## src/rtl/apiir_pkg.sv

```systemverilog
// Shared types and constants for the all-pole recursive filter.
`default_nettype none

package apiir_pkg;

    // Defaults for the top-level parameters
    localparam int MAX_ORDER_DEF    = 32;
    localparam int SAMPLE_WIDTH_DEF = 24;

    // Register field widths
    localparam int ORDER_W = 6;
    localparam int BLEN_W  = 16;

    // Accumulator width; it saturates at +/- 2^62
    localparam int ACC_W = 64;

    // Configuration channel
    localparam int CFG_IDX_W  = 2;
    localparam int CFG_DATA_W = 16;

    localparam logic [CFG_IDX_W-1:0] REG_FILTER_ORDER = 2'd0;
    localparam logic [CFG_IDX_W-1:0] REG_BLOCK_LENGTH = 2'd1;

    // Commands from the controller to the datapath
    typedef struct packed {
        logic hist_clear;  // clear the output history
        logic coef_wr;     // store the input value as a coefficient
        logic start;       // load the accumulator with the input sample
        logic tap_vld;     // read one tap into the multiply pipeline
        logic finish;      // round, saturate, load the output, shift history
        logic last;        // block end flag for the result being finished
    } dp_cmd_t;

endpackage

`default_nettype wire

```

## src/rtl/apiir_ctrl.sv

```systemverilog
// Controller: phase tracking, configuration registers and the per-sample sequencer.
`default_nettype none

module apiir_ctrl
    import apiir_pkg::*;
#(
    parameter int MAX_ORDER = MAX_ORDER_DEF,
    parameter int CNT_W     = $clog2(MAX_ORDER + 1),
    parameter int ADDR_W    = (MAX_ORDER > 1) ? $clog2(MAX_ORDER) : 1
) (
    input  wire logic                  aclk,
    input  wire logic                  aresetn,
    input  wire logic                  s_tvalid,
    output logic                       s_tready,
    output logic                       m_tvalid,
    input  wire logic                  m_tready,
    input  wire logic                  cfg_valid,
    output logic                       cfg_ready,
    input  wire logic [CFG_IDX_W-1:0]  cfg_index,
    input  wire logic [CFG_DATA_W-1:0] cfg_data,
    output dp_cmd_t                    cmd,
    output logic [ADDR_W-1:0]          addr
);

    typedef enum logic [3:0] {
        ST_IDLE  = 4'b0001,
        ST_MAC   = 4'b0010,
        ST_DRAIN = 4'b0100,
        ST_DONE  = 4'b1000
    } state_t;

    state_t              state_reg, state_next;
    logic [ORDER_W-1:0]  order_reg, order_next;
    logic [BLEN_W-1:0]   blen_reg, blen_next;
    logic [CNT_W-1:0]    load_cnt_reg, load_cnt_next;
    logic [BLEN_W-1:0]   smp_cnt_reg, smp_cnt_next;
    logic                phase_reg, phase_next;
    logic [CNT_W-1:0]    tap_reg, tap_next;
    logic                drain_reg, drain_next;
    logic                last_reg, last_next;
    logic                out_vld_reg, out_vld_next;

    logic [CNT_W-1:0]    order_eff;
    logic [BLEN_W:0]     blen_eff;
    logic [BLEN_W:0]     smp_inc;
    logic [CNT_W-1:0]    load_inc;
    logic                in_xact;

    // Clamp order into 1..MAX_ORDER and block length to at least one
    always_comb begin
        if (order_reg == '0) begin
            order_eff = CNT_W'(1);
        end else if (32'(order_reg) > 32'(MAX_ORDER)) begin
            order_eff = CNT_W'(MAX_ORDER);
        end else begin
            order_eff = CNT_W'(order_reg);
        end
        blen_eff = (blen_reg == '0) ? (BLEN_W + 1)'(1) : {1'b0, blen_reg};
    end

    assign smp_inc  = {1'b0, smp_cnt_reg} + (BLEN_W + 1)'(1);
    assign load_inc = load_cnt_reg + CNT_W'(1);

    assign s_tready  = (state_reg == ST_IDLE);
    assign cfg_ready = 1'b1;
    assign m_tvalid  = out_vld_reg;
    assign in_xact   = s_tvalid && s_tready;

    // Sequence one input transaction and update phase counters
    always_comb begin
        state_next    = state_reg;
        order_next    = order_reg;
        blen_next     = blen_reg;
        load_cnt_next = load_cnt_reg;
        smp_cnt_next  = smp_cnt_reg;
        phase_next    = phase_reg;
        tap_next      = tap_reg;
        drain_next    = drain_reg;
        last_next     = last_reg;
        out_vld_next  = out_vld_reg;
        cmd           = '0;
        cmd.last      = last_reg;
        addr          = load_cnt_reg[ADDR_W-1:0];

        // Drop the result once the downstream side takes it
        if (out_vld_reg && m_tready) begin
            out_vld_next = 1'b0;
        end

        case (state_reg)
            ST_IDLE: begin
                addr = load_cnt_reg[ADDR_W-1:0];
                if (in_xact) begin
                    if (!phase_reg) begin
                        cmd.coef_wr = 1'b1;
                        if (load_inc >= order_eff) begin
                            load_cnt_next = '0;
                            smp_cnt_next  = '0;
                            phase_next    = 1'b1;
                        end else begin
                            load_cnt_next = load_inc;
                        end
                    end else begin
                        cmd.start  = 1'b1;
                        tap_next   = '0;
                        state_next = ST_MAC;
                        if (smp_inc >= blen_eff) begin
                            last_next     = 1'b1;
                            smp_cnt_next  = '0;
                            load_cnt_next = '0;
                            phase_next    = 1'b0;
                        end else begin
                            last_next    = 1'b0;
                            smp_cnt_next = smp_inc[BLEN_W-1:0];
                        end
                    end
                end
            end
            ST_MAC: begin
                addr        = tap_reg[ADDR_W-1:0];
                cmd.tap_vld = 1'b1;
                if (tap_reg + CNT_W'(1) == order_eff) begin
                    drain_next = 1'b0;
                    state_next = ST_DRAIN;
                end else begin
                    tap_next = tap_reg + CNT_W'(1);
                end
            end
            ST_DRAIN: begin
                // Wait for the read and multiply stages to empty
                drain_next = 1'b1;
                if (drain_reg) begin
                    state_next = ST_DONE;
                end
            end
            ST_DONE: begin
                if (!out_vld_reg || m_tready) begin
                    cmd.finish   = 1'b1;
                    out_vld_next = 1'b1;
                    state_next   = ST_IDLE;
                end
            end
            default: begin
                state_next = ST_IDLE;
            end
        endcase

        // Apply configuration writes; the user must send them only while idle, the block does not enforce it
        if (cfg_valid && cfg_ready) begin
            case (cfg_index)
                REG_FILTER_ORDER: begin
                    order_next     = cfg_data[ORDER_W-1:0];
                    cmd.hist_clear = 1'b1;
                    load_cnt_next  = '0;
                    smp_cnt_next   = '0;
                    phase_next     = 1'b0;
                end
                REG_BLOCK_LENGTH: begin
                    blen_next = cfg_data[BLEN_W-1:0];
                end
                default: begin
                end
            endcase
        end
    end

    // Hold controller state
    always_ff @(posedge aclk) begin
        if (!aresetn) begin
            state_reg    <= ST_IDLE;
            order_reg    <= ORDER_W'(16);
            blen_reg     <= BLEN_W'(128);
            load_cnt_reg <= '0;
            smp_cnt_reg  <= '0;
            phase_reg    <= 1'b0;
            tap_reg      <= '0;
            drain_reg    <= 1'b0;
            last_reg     <= 1'b0;
            out_vld_reg  <= 1'b0;
        end else begin
            state_reg    <= state_next;
            order_reg    <= order_next;
            blen_reg     <= blen_next;
            load_cnt_reg <= load_cnt_next;
            smp_cnt_reg  <= smp_cnt_next;
            phase_reg    <= phase_next;
            tap_reg      <= tap_next;
            drain_reg    <= drain_next;
            last_reg     <= last_next;
            out_vld_reg  <= out_vld_next;
        end
    end

endmodule

`default_nettype wire

```

## src/rtl/apiir_dp.sv

```systemverilog
// Datapath: coefficient memory, output history, shared multiply-accumulate and output rounding.
`default_nettype none

module apiir_dp
    import apiir_pkg::*;
#(
    parameter int MAX_ORDER    = MAX_ORDER_DEF,
    parameter int SAMPLE_WIDTH = SAMPLE_WIDTH_DEF,
    parameter int ADDR_W       = (MAX_ORDER > 1) ? $clog2(MAX_ORDER) : 1
) (
    input  wire logic                           aclk,
    input  wire logic                           aresetn,
    input  wire dp_cmd_t                        cmd,
    input  wire logic [ADDR_W-1:0]              addr,
    input  wire logic signed [SAMPLE_WIDTH-1:0] in_value,
    output logic signed [SAMPLE_WIDTH-1:0]      y_out,
    output logic                                last_out,
    output logic                                sat_out
);

    localparam int SW     = SAMPLE_WIDTH;
    localparam int FRAC   = SAMPLE_WIDTH - 4;
    localparam int PROD_W = 2 * SAMPLE_WIDTH;

    localparam logic signed [ACC_W:0] ACC_MAX  = (ACC_W + 1)'(65'sd4611686018427387904);
    localparam logic signed [ACC_W:0] ACC_MIN  = -ACC_MAX;
    localparam logic signed [ACC_W:0] HALF_LSB = (ACC_W + 1)'(1) <<< (FRAC - 1);
    localparam logic signed [ACC_W:0] Y_MAX    = ((ACC_W + 1)'(1) <<< (SW - 1)) - 1;
    localparam logic signed [ACC_W:0] Y_MIN    = -Y_MAX - 1;

    logic signed [SW-1:0]     coef_mem [MAX_ORDER];
    logic signed [SW-1:0]     hist_reg [MAX_ORDER];
    logic signed [SW-1:0]     coef_q_reg;
    logic signed [SW-1:0]     hist_q_reg;
    logic                     v1_reg;
    logic signed [PROD_W-1:0] prod_reg, prod_next;
    logic                     v2_reg;
    logic signed [ACC_W-1:0]  acc_reg, acc_next;
    logic signed [ACC_W:0]    acc_sum;
    logic signed [ACC_W:0]    rnd_sum;
    logic signed [ACC_W:0]    y_full;
    logic signed [SW-1:0]     y_sat;
    logic                     sat_flag;
    logic signed [SW-1:0]     y_reg;
    logic                     last_reg;
    logic                     sat_reg;

    // Store coefficients and read one tap per cycle
    always_ff @(posedge aclk) begin
        if (cmd.coef_wr) begin
            coef_mem[addr] <= in_value;
        end
        if (cmd.tap_vld) begin
            coef_q_reg <= coef_mem[addr];
            hist_q_reg <= hist_reg[addr];
        end
    end

    assign prod_next = PROD_W'(coef_q_reg) * PROD_W'(hist_q_reg);

    // Multiply the tap read in the previous cycle
    always_ff @(posedge aclk) begin
        if (v1_reg) begin
            prod_reg <= prod_next;
        end
    end

    // Add with saturation at +/- 2^62
    always_comb begin
        acc_sum = (ACC_W + 1)'(acc_reg) + (ACC_W + 1)'(prod_reg);
        if (acc_sum > ACC_MAX) begin
            acc_next = ACC_W'(ACC_MAX);
        end else if (acc_sum < ACC_MIN) begin
            acc_next = ACC_W'(ACC_MIN);
        end else begin
            acc_next = ACC_W'(acc_sum);
        end
    end

    // Load the accumulator with the aligned sample, then accumulate products
    always_ff @(posedge aclk) begin
        if (cmd.start) begin
            acc_reg <= ACC_W'(in_value) <<< FRAC;
        end else if (v2_reg) begin
            acc_reg <= acc_next;
        end
    end

    // Track pipeline occupancy
    always_ff @(posedge aclk) begin
        if (!aresetn) begin
            v1_reg <= 1'b0;
            v2_reg <= 1'b0;
        end else begin
            v1_reg <= cmd.tap_vld;
            v2_reg <= v1_reg;
        end
    end

    // Round half up to the output fraction, then clip to the sample range
    always_comb begin
        rnd_sum = (ACC_W + 1)'(acc_reg) + HALF_LSB;
        y_full  = rnd_sum >>> FRAC;
        if (y_full > Y_MAX) begin
            y_sat    = SW'(Y_MAX);
            sat_flag = 1'b1;
        end else if (y_full < Y_MIN) begin
            y_sat    = SW'(Y_MIN);
            sat_flag = 1'b1;
        end else begin
            y_sat    = SW'(y_full);
            sat_flag = 1'b0;
        end
    end

    // Shift the new output into the history
    always_ff @(posedge aclk) begin
        if (!aresetn || cmd.hist_clear) begin
            for (int i = 0; i < MAX_ORDER; i++) begin
                hist_reg[i] <= '0;
            end
        end else if (cmd.finish) begin
            for (int i = MAX_ORDER - 1; i > 0; i--) begin
                hist_reg[i] <= hist_reg[i-1];
            end
            hist_reg[0] <= y_sat;
        end
    end

    // Hold the result for the output channel
    always_ff @(posedge aclk) begin
        if (cmd.finish) begin
            y_reg    <= y_sat;
            last_reg <= cmd.last;
            sat_reg  <= sat_flag;
        end
    end

    assign y_out    = y_reg;
    assign last_out = last_reg;
    assign sat_out  = sat_reg;

endmodule

`default_nettype wire

```

## src/rtl/all_pole_iir_block_coefficients_core.sv

```systemverilog
// Top level: all-pole recursive filter with per-block coefficient reload.
// A coefficient transaction is taken while idle and gives no result.
// A sample transaction is taken only while idle; the controller then steps through the MAC,
// drain and done states, and the next transaction waits until the result is offered, as the
// one shared multiply-accumulate visits each tap in turn.
// Reset is synchronous, active low: it clears the control state and the output history;
// the coefficient memory is not cleared and holds whatever was last loaded.
`default_nettype none

module all_pole_iir_block_coefficients_core
    import apiir_pkg::*;
#(
    parameter int MAX_ORDER    = MAX_ORDER_DEF,
    parameter int SAMPLE_WIDTH = SAMPLE_WIDTH_DEF
) (
    input  wire logic                              aclk,
    input  wire logic                              aresetn,
    // s_tdata: [SAMPLE_WIDTH-1:0] value, zero padded to whole bytes
    input  wire logic                              s_tvalid,
    output logic                                   s_tready,
    input  wire logic [((SAMPLE_WIDTH+7)/8)*8-1:0] s_tdata,
    // m_tdata: [SAMPLE_WIDTH-1:0] filtered_sample, zero padded to whole bytes
    output logic                                   m_tvalid,
    input  wire logic                              m_tready,
    output logic [((SAMPLE_WIDTH+7)/8)*8-1:0]      m_tdata,
    output logic                                   m_tlast,
    // m_tuser: [0] saturated
    output logic [0:0]                             m_tuser,
    input  wire logic                              cfg_valid,
    output logic                                   cfg_ready,
    input  wire logic [CFG_IDX_W-1:0]              cfg_index,
    input  wire logic [CFG_DATA_W-1:0]             cfg_data
);

    localparam int CNT_W  = $clog2(MAX_ORDER + 1);
    localparam int ADDR_W = (MAX_ORDER > 1) ? $clog2(MAX_ORDER) : 1;

    dp_cmd_t                  cmd;
    logic [ADDR_W-1:0]        addr;
    logic signed [SAMPLE_WIDTH-1:0] y_out;
    logic                     last_out;
    logic                     sat_out;

    apiir_ctrl #(
        .MAX_ORDER (MAX_ORDER),
        .CNT_W     (CNT_W),
        .ADDR_W    (ADDR_W)
    ) u_ctrl (
        .aclk      (aclk),
        .aresetn   (aresetn),
        .s_tvalid  (s_tvalid),
        .s_tready  (s_tready),
        .m_tvalid  (m_tvalid),
        .m_tready  (m_tready),
        .cfg_valid (cfg_valid),
        .cfg_ready (cfg_ready),
        .cfg_index (cfg_index),
        .cfg_data  (cfg_data),
        .cmd       (cmd),
        .addr      (addr)
    );

    apiir_dp #(
        .MAX_ORDER    (MAX_ORDER),
        .SAMPLE_WIDTH (SAMPLE_WIDTH),
        .ADDR_W       (ADDR_W)
    ) u_dp (
        .aclk     (aclk),
        .aresetn  (aresetn),
        .cmd      (cmd),
        .addr     (addr),
        .in_value (s_tdata[SAMPLE_WIDTH-1:0]),
        .y_out    (y_out),
        .last_out (last_out),
        .sat_out  (sat_out)
    );

    // Pack the result fields
    always_comb begin
        m_tdata                 = '0;
        m_tdata[SAMPLE_WIDTH-1:0] = y_out;
    end

    assign m_tlast    = last_out;
    assign m_tuser[0] = sat_out;

endmodule

`default_nettype wire

```

## config.mk

```make
export PLATFORM = sky130hd
export DESIGN_NAME = all_pole_iir_block_coefficients_core
export DESIGN_NICKNAME = d
export VERILOG_FILES = /design/src/rtl/apiir_pkg.sv /design/src/rtl/apiir_ctrl.sv /design/src/rtl/apiir_dp.sv /design/src/rtl/all_pole_iir_block_coefficients_core.sv
export SDC_FILE = /design/constraint.sdc
export NUM_CORES = 2
export LEC_CHECK = 0
export BUFFER_PORTS_ARGS = -buffer_cell sky130_fd_sc_hd__buf_2
export CELL_PAD_IN_SITES_DETAIL_PLACEMENT = 0
export CELL_PAD_IN_SITES_GLOBAL_PLACEMENT = 1
export CORE_MARGIN = 8
export CORE_UTILIZATION = 40
export DETAILED_ROUTE_END_ITERATION = 8
export PLACE_DENSITY = 0.65
export SKIP_LAST_GASP = 1
export SYNTH_ARGS = -nofsm -noshare
export SYNTH_HDL_FRONTEND = slang
export SYNTH_SLANG_ARGS = --single-unit
```

## constraint.sdc

```tcl
create_clock -name aclk -period 25.6 [get_ports aclk]
set_clock_uncertainty 0.2 [all_clocks]
set_input_delay 5.12 -clock aclk [delete_from_list [all_inputs] [get_ports aclk]]
set_output_delay 5.12 -clock aclk [all_outputs]
set_load 0.01 [all_outputs]
```

# Yosys cells after proc, flatten, opt, wreduce, memory -nomap -nowiden
# Memory sizes are Yosys's and may differ from the RTL's. A register that Yosys moved wholly into a read port is not among the register bits.
# Cells that the tools add are included.
dict set report totals {
  inputBits 47
  memories 2
  reg_bits 198
  ram_bits 1536
  output_inout_bits 29
}
# memory depth width rd rd_ports_with_merged_regs write_ports line
set mem_list {}
lappend mem_list {u_dp.coef_mem 32 24 1 1 1 apiir_dp.sv:31} ;# logic signed [SW-1:0] coef_mem [MAX_ORDER];
lappend mem_list {u_dp.hist_reg 32 24 32 1 32 apiir_dp.sv:32} ;# logic signed [SW-1:0] hist_reg [MAX_ORDER];
dict set report op_classes {
  eq_ne 12
  n_addsub 5
  bitwise_logic 32
  n_mul 1
  n_lt_le_gt_ge 7
  reduce_logical 18
  muxes 96
}
# operator n
set op_table {}
lappend op_table {{$mux W24} 34}
lappend op_table {{$mux W64} 4}
lappend op_table {{$mux W16} 8}
lappend op_table {{$mux W6} 12}
lappend op_table {{$add A64 B21 Y65 const B} 1}
lappend op_table {{$add A64 B48 Y65} 1}
lappend op_table {{$gt A65 B64 Y1 const B} 1}
lappend op_table {{$lt A65 B63 Y1 const B} 1}
lappend op_table {{$mul A24 B24 Y48} 1}
lappend op_table {{$gt A45 B24 Y1 const B} 1}
lappend op_table {{$lt A45 B24 Y1 const B} 1}
lappend op_table {{$or A1 B1 Y1} 32}
lappend op_table {{$mux W1} 27}
lappend op_table {{$mux W4} 5}
lappend op_table {{$add A16 B1 Y17 const B} 1}
lappend op_table {{$ge A17 B17 Y1} 1}
lappend op_table {{$logic_not A16 Y1} 1}
lappend op_table {{$pmux W4 S4} 1}
lappend op_table {{$add A6 B1 Y6 const B} 2}
lappend op_table {{$pmux W6 S2} 1}
lappend op_table {{$eq A6 B6 Y1} 1}
lappend op_table {{$ge A6 B6 Y1} 1}
lappend op_table {{$gt A6 B6 Y1 const B} 1}
lappend op_table {{$logic_not A6 Y1} 1}
lappend op_table {{other kinds (19)} 31}

# Depth between registers and ports, before layout
dict set report depth {
  depth_word 10
  depth_mapped 27
  depth_no_buf 26
}

# Hierarchy
# Synthesis repeated with hierarchy kept, for this count alone.
dict set report unflattened {
  hier_cells 7032
  hier_area_um2 98594.6
}
# mod instances area_each_um2 seq_area_each_um2 cells_each
set modules_own_cells {}
lappend modules_own_cells {apiir_dp 1 94999.9 51549.4 6607}
lappend modules_own_cells {apiir_ctrl 1 3594.7 1161.1 425}

# Worst setup path before layout
# Ideal clock, no wire load.
dict set report synth_path {
  path_kind {input to register}
  start {input port cfg_valid}
  end {memory u_dp.hist_reg[0][0] (netlist bit), enable pin}
  n_path_buf 4
  path_stages 7
  slack_ps 1318
  t_required_ps 20036
  arrival_time_ps 18719
  setup_time_ps 5364
  path_cell_list {nor3b_1 > buf_1 > nor2b_1 > clkbuf_1 > clkbuf_1 > clkbuf_1 > nand2_1}
}
# item line
set synth_rtl {}
lappend synth_rtl {{start, declared} all_pole_iir_block_coefficients_core.sv:29} ;# input wire logic cfg_valid,
lappend synth_rtl {{end, declared} apiir_dp.sv:32}

==> impl_metrics.toml <==
[setup_path]
critical_path.slowest_cell = "buf_4"
timing.setup.critical_path_class = "primary input to register"
timing.critical_path.cells = "buf_2, nor2b_1, nand2b_1, inv_8, buf_4, buf_4, buf_4, buf_4, and3_1"
critical_path.reg2reg.startpoint = "u_dp.hist_q_reg[9]$_DFFE_PP_"
timing.critical_path.to_type = "register"
setup.worst_path.start = "m_tready"
worst_reg_to_reg_path_cell_count = 23
crit_path_end = "u_dp.hist_reg[24][7]$_SDFFCE_PN0P_"
cp_startpoint_kind = "primary input"
timing.critical_path.mode_cell = "buf_4"
largest_driver_fanout_on_the_critical_path = 192
critical_path.max_stage_delay_ps = 920
reg2reg_setup_slack_ps = 16800
crit_required_ps = 26070
worst_ep_arrival_time_ps = 10110
reg_to_reg_endpoint = "u_dp.prod_reg[47]$_DFFE_PP_"

[clock_tree]
clk-insertion-delay-late_ps = 870
clock_tree.htree_level_count = 4
post_cts_setup_buffers = 0
cts_tree = "yes"
clock_transition_at_the_registers_of_the_reported_paths_ps = 60
tritoncts.num_buffers = 191
cts_repair_resize_count = 0
cts-root-buf = "clkbuf_16"
numClockSinks = 1782
cts.hold.buffers_added = 0
clockBufferDepth = 3

[detailed_routing]
wire_per_inst_um = 25.2
dr_vias_cell = 5.68
drc = 0
firstDrtPassIters = 6
detailedRoute.firstIterationViolations = 6203
drt.antenna.violating_nets = 0
num_vias = 59600
wl_um = 264000

[global_route]
grt_pass1_vias = 61100
grt_first_pass_wirelength_um = 397000
grt.overflow.total = 0
globalRouteTotalUtil_pct = 19.7
grt_antenna_before_repair = 20
grt_max_degree = 207

[timing]
final_min_period_over_clock_period_pct = 37.7
worstMarginPinSlew_ps = 1210
report.final.setup_viol = 0
slew_viol_final = 0
slew-limit-headroom_pct = 18.1
rsz_0062_raised_after_global_routing = "no"
timing.setup.tns_ps = 0
fmax_mhz = 104
timing.final.hold_violations = 0
hold-worst-slack_ps = 251
min_tclk_post_route_ps = 9650

[min_path]
timing.hold.worst.class = "register to register"
whs_path_depth = 2
hold_start = "u_dp.acc_reg[9]$_SDFFE_PP0P_"

[logic_synthesis]
synth-seq-area-share_pct = 53.5
synth.top_cells.by_area = "edfxtp_1 52%, fa_1 12%, mux4_2 8.8%"
cell_with_the_most_instances_after_synthesis = "edfxtp_1"
netlist-cell-type-count = 84
synth_area_per_cell_um2 = 13.7
ys_top_cells_by_count = "1,702 x edfxtp_1, 777 x and3_1, 626 x inv_1"
netlist.top_cell.by_area = "edfxtp_1"
post-synth-top-area-fraction_pct = 51.9
number_of_flops_mapped_to_enable_cells_by_yosys = 1702
ys_ff_latch = 1782
synthArstFlopShare_pct = 0
syn_nets = 8051
most_used_flip_flop_cell_after_synthesis = "edfxtp_1"
syn-cell-area_mm2 = 0.0986
synthesis.instances = 7172
synth-warning-count = 0

[cells_and_area]
post-route-util_pct = 44.3
net_count_final = 7980
design_area_mm2 = 0.109
layout.cells.non_filler = 10500
proportion_of_layout_cells_with_a_drive_suffix_above_1_pct = 12.9
layout-area-overhead-vs-synth_pct = 10.4

[placement]
place_congestion = 0.841
io_buffer_count = 74
dp_cells = 10100
post_place_cell_area_mm2 = 0.103
hpwlAfterDp_um = 167000

[status]
status = "finished clean"

[floorplanning]
start_util_pct = 40.2
design.portCount = 76
fp.dieArea_mm2 = 0.263
rows = 182
fp.dieH_um = 512
fp.dieW_um = 512
fp.coreArea_mm2 = 0.245

[power]
p_leak_nw = 42.8
pwr_dens_mw_per_mm2 = 92.5
vdd.ir_drop.worst_v = 0.000150

[flow_run]
max_cap_viol_count = 0
-- worst min path at each step --
stage / end / slack [ps]
after floorplan: u_dp.last_out$_DFFE_PP_ / 210
after global placement: u_dp.last_out$_DFFE_PP_ / 220
after detailed placement: u_dp.last_out$_DFFE_PP_ / 220
after CTS: u_dp.acc_reg[9]$_SDFFE_PP0P_ / 250
after global routing: u_dp.acc_reg[5]$_SDFFE_PP0P_ / 270
final: u_dp.acc_reg[9]$_SDFFE_PP0P_ / 250
-- logic make-up (layout without fill, tap and decap cells) --
group	after synthesis	count (layout)	share of synthesized area (%)
flops	1782	1782	53.5
buf+inv	1103	1189	4.27
compound gates	774	774	5.08
other cells	1	15	0.00380
xor+xnor	164	164	1.46
fa+ha+maj	832	832	15.2
mux	411	411	9.06
simple gates	2105	2105	11.5
-- cells in the final DEF (no fill, tap or decap), drive strengths merged, types with 94 or more instances in the layout --
cell    instances
clkinv         94
a21oi         168
mux4          384
clkbuf        232
edfxtp       1702
and2          281
o21ai         200
inv           633
nand2         568
and3          777
nor2          177
buf           211
fa            608
ha            224
a22oi         146
-- power breakdown --
group	switching (mW)	internal, mW
combinational	2.18	1.64
sequential	0.0459	3.46
clock	1.21	1.52
-- through the flow --
stage | worst slack, ps | power [mW]
final | 15950 | 10.1
after global routing | 15640 | 10.7
after CTS | 16150 | 10.2
after detailed placement | 15270 | 7.41
after global placement | 15350 | 7.38
after floorplan | 1320 | 6.45
-- layer usage --
layer  global-route usage, %  share of wire, %  vias up
li1                        -                 -    26000
met1                    28.1                44    31600
met2                    32.1                48     1733
met3                    2.95               6.2      282
met4                    4.11               1.9        4
met5                       0             0.011        -
-- layout make-up --
class / instances / area (um2)
antenna: 14 / 35.0
clock buffer: 232 / 4960
clock inverter: 118 / 1220
fill: 22000 / 137000
inverter: 628 / 2360
multi-input combinational: 4287 / 42000
sequential: 1782 / 52700
tap: 3220 / 4030
timing repair buffer: 211 / 1440
-- critical path: cells and delay by family --
family        cells  cell delay [ps]
buf+inv           6             3980
simple gates      3              680
No activity file was read; power rests on OpenSTA's default activity.
